--- src/cau_queue.sv ---
`timescale 1ns / 1ps
module cau_queue #(
   parameter int WIDTH = 8,
   parameter int DEPTH = 4
) (
   input  logic                         clock,
   input  logic                         reset,
   input  logic                         push,
   input  logic [WIDTH-1:0]             push_data,
   input  logic                         pop,
   output logic [WIDTH-1:0]             pop_data,
   output logic [$clog2(DEPTH+1)-1:0]   count,
   output logic                         empty
);
   localparam int PW = $clog2(DEPTH);
   localparam int CW = $clog2(DEPTH + 1);

   logic [WIDTH-1:0] mem_ff [0:DEPTH-1];
   logic [PW-1:0]    wr_ff, rd_ff, wr_in, rd_in;
   logic [CW-1:0]    cnt_ff, cnt_in;

   assign wr_in  = (wr_ff == PW'(DEPTH - 1)) ? '0 : wr_ff + 1'b1;
   assign rd_in  = (rd_ff == PW'(DEPTH - 1)) ? '0 : rd_ff + 1'b1;
   assign cnt_in = cnt_ff + CW'(push) - CW'(pop);

   always_ff @(posedge clock) begin
      if (reset) begin
         wr_ff  <= '0;
         rd_ff  <= '0;
         cnt_ff <= '0;
      end else begin
         if (push) wr_ff <= wr_in;
         if (pop) rd_ff <= rd_in;
         cnt_ff <= cnt_in;
      end
   end

   always_ff @(posedge clock) begin
      if (push) mem_ff[wr_ff] <= push_data;
   end

   assign pop_data = mem_ff[rd_ff];
   assign count    = cnt_ff;
   assign empty    = (cnt_ff == '0);
endmodule

--- config.mk ---
export PLATFORM = sky130hd
export DESIGN_NAME = cau_queue
export DESIGN_NICKNAME = d
export VERILOG_FILES = /design/src/cau_queue.sv
export SDC_FILE = /design/constraint.sdc
export NUM_CORES = 1
export LEC_CHECK = 0
export ABC_AREA = 1
export BUFFER_PORTS_ARGS = -buffer_cell sky130_fd_sc_hd__clkbuf_2
export CORE_UTILIZATION = 35
export CTS_CLUSTER_SIZE = 20
export DETAILED_ROUTE_END_ITERATION = 6
export PLACE_DENSITY = 0.57
export SLEW_MARGIN = 10
export SYNTH_ARGS = -nofsm -noshare
export SYNTH_HDL_FRONTEND = slang
export SYNTH_SLANG_ARGS = --single-unit
export TNS_END_PERCENT = 100
--- constraint.sdc ---
create_clock -name clock -period 1.9 [get_ports clock]
set_clock_uncertainty 0.2 [all_clocks]
set_input_delay 0.38 -clock clock [delete_from_list [all_inputs] [get_ports clock]]
set_output_delay 0.38 -clock clock [all_outputs]
set_load 0.01 [all_outputs]
==> flow_summary.json <==
{
  "yosys.area.top_type": "edfxtp_1",
  "ant_nets": 0,
  "rsz0062_at_grt": "false",
  "die_w_um": 72.5,
  "worstPathArrival_ns": 1.80,
  "clk_pin_slew_worst_paths_ns": 0.07,
  "gr-total-overflow": 0,
  "final_layout_size_suffix_gt1_share_pct": 21.2,
  "drt_pass1_iterations": 4,
  "area_growth_pct": 15.3,
  "wl_per_cell_um": 11.7,
  "hold_viol": 0,
  "synth_fa_ha_area_share_pct": 6.19,
  "r2r_cells": 8,
  "finalCritPeriodShare_pct": 95.8,
  "vias": 1096,
  "path_common_cell": "inv_1",
  "synth_edf_count": 32,
  "io_buffers": 23,
  "grt_pass1_wl_um": 4880,
  "syn_nets": 171,
  "yosysUniqueCellTypes": 16,
  "dpl.cell_count": 238,
  "finalPower_mw": 1.88,
  "setup_viol": 0,
  "wl_met2_um": 1490,
  "numClockSinks": 41,
  "floorplan.die_area_um2": 5250,
  "dr.max_layer_used": "met4",
  "ys.warnings.count": 0,
  "cts_made_buffers": 5,
  "start_kind": "flop",
  "min_period_ns": 1.82,
  "clk_latency_ns": 0.28,
  "cts_max_level": 2,
  "cts_root_buf": "clkbuf_8",
  "ios": 24,
  "ys.flop_type": "edfxtp_1",
  "synth_top_family_by_area": "compound AO/OA/AOI/OAI gates",
  "worst_slew_pin_slew_ns": 0.385,
  "netlist_instances": 151,
  "rows": 25,
  "critPathCaptureType": "flop",
  "dieHeight_um": 72.5,
  "ys_async_sr_fraction_pct": 0,
  "start_util_pct": 36.6,
  "holdWs_ns": 0.0920,
  "p_sw_mw": 0.487,
  "drc": 0,
  "p_leak_nw": 0.867,
  "p_int_mw": 1.39,
  "gp_congestion": 0.675,
  "wl_um": 2890,
  "pre_cts_ws_ns": -0.0603,
  "min_to": "count[0]",
  "p_per_area_nw_per_um2": 937,
  "via_per_inst": 4.46,
  "max_stage_delay_ns": 0.38,
  "timing.fmax_mhz": 549,
  "r2r_end": "count[2]",
  "clk_path_buf_depth": 2,
  "core_region_area_um2": 4750,
  "yosys-top-cells-area": "edfxtp_1, dfxtp_1, inv_1",
  "finalMaxSlewViolations": 0,
  "hp-class": "in -> reg",
  "cap_violations": 0,
  "clockPowerShare_pct": 28.4,
  "cp_slowest_cell": "fa_1",
  "synth_mux_area_share_pct": 0,
  "outcome": "completed",
  "synth_compound_area_share_pct": 10.6,
  "worstPathCellList": "inv_1 -> ha_1 -> inv_1 -> ha_1 -> inv_1 -> fa_1 -> a21oi_1 -> nor2_1",
  "avgSynthCellArea_um2": 11.5,
  "synth.most_common_cell": "edfxtp_1",
  "synth-simple-area-share_pct": 7.85,
  "fillCellCount": 487,
  "place_hpwl_um": 2030,
  "antenna_found_initial": 0,
  "yosysTopAreaCellShare_pct": 55.3,
  "p_sw_share_pct": 25.9,
  "combPwrFrac_pct": 15.3,
  "grtUsageTotal_pct": 12.5,
  "path_class": "reg -> reg",
  "ys_ff_latch": 41,
  "cts-resized-gates": 0,
  "wl_met1_um": 1250,
  "seq_power_share_pct": 56.3,
  "layout.cells.non_filler": 246,
  "hp-start": "reset",
  "synth.cell_area_um2": 1740,
  "n_antenna_cell": 0,
  "nets": 198,
  "tritoncts": "done",
  "crit_required_ns": 1.88,
  "slew_headroom_pct": 74.3,
  "path_max_fanout": 3,
  "synthXorXnorAreaFrac_pct": 0,
  "postCtsSetupRepairBufs": 0,
  "finalWorstSetupSlack_ns": 0.0795,
  "r2r_start": "count[0]",
  "hold_depth": 2,
  "first_global_vias": 1115,
  "first_iter_violations": 48,
  "postCtsHoldBufs": 0,
  "synth_common_cells": "edfxtp_1, inv_1, nand2_1",
  "ff2ff_setup_slack_ns": 0.08,
  "grt_max_degree": 33,
  "seq_area_frac_synth_pct": 65.7,
  "wl_met3_um": 121,
  "ir_drop_mv": 0.483
}
power by group through the flow:
stage                     sequential, mW  combinational [mW]  clock (mW)
after floorplan                     1.08               0.179           0
after global placement              1.07               0.273           0
after detailed placement            1.08               0.290           0
after CTS                           1.06               0.291       0.562
after global routing                1.06               0.329       0.588
final                               1.06               0.287       0.534
registers in the layout, indices dropped and copies added, names as in the netlist, named ones only:
name	flops
mem_ff	32
rd_ff	2
wr_ff	2
count	3
stage by stage:
stage	instance area (µm²)	TNS [ns]	util (%)
finish	2000	0	42.1
global route	2000	0	42.1
CTS	2000	0	42.0
detailed placement	1910	-0.0603	40.2
global placement	1910	0	40.2
floorplan	1740	0	-
worst max path at each step:
stage / from / endpoint / slack, ns / cells after the start
3_3_place_gp: pop / count[2] / 0.06 / 8
5_1_grt: flop / pop_data[2] / 0.008 / 5
6_report: count[0] / count[2] / 0.08 / 8
4_1_cts: count[0] / count[2] / 0.04 / 8
2_1_floorplan: count[0] / count[2] / 0.16 / 8
3_5_place_dp: pop / count[2] / -0.06 / 8
final cells by class:
type | count | area, µm² | share of cell area, %
well taps | 67 | 83.8 | 4.18
clock buffers | 5 | 68.8 | 3.44
multi-input cells | 74 | 432 | 21.5
inverters | 31 | 116 | 5.81
flip-flops and latches | 41 | 1140 | 57.0
clock inverters | 3 | 17.5 | 0.874
repair buffers | 25 | 143 | 7.12
worst max-delay path: cells and delay by family (launching register included):
kind	cells	cell delay, ns
buf+inv	3	0.15
simple gates	1	0.06
flops	1	0.35
compound gates	1	0.17
fa+ha+maj	3	0.78
metal layers:
layer	vias up	GRT usage, %
li1	546	-
met1	518	13.0
met2	27	23.8
met3	5	3.61
met4	0	4.58
met5	-	0
layout by cell type, fill, tap and decap left out, types with 6 or more instances in the layout:
master	instances
o211ai_1	6
nor2_1	10
clkbuf_2	23
ha_1	7
o21ai_0	6
edfxtp_1	32
a21oi_1	9
dfxtp_1	8
inv_1	31
nand2_1	25
kinds of logic (layout without fill, tap and decap cells):
| kind of cell | Yosys count | in the layout |
|---|---|---|
| flip-flops | 41 | 41 |
| AND/OR/NAND/NOR | 36 | 36 |
| adder cells (fa/ha/maj) | 8 | 8 |
| buffers and inverters | 36 | 64 |
| AO/OA/AOI/OAI | 30 | 30 |
Power figures use the tool's default switching activity.
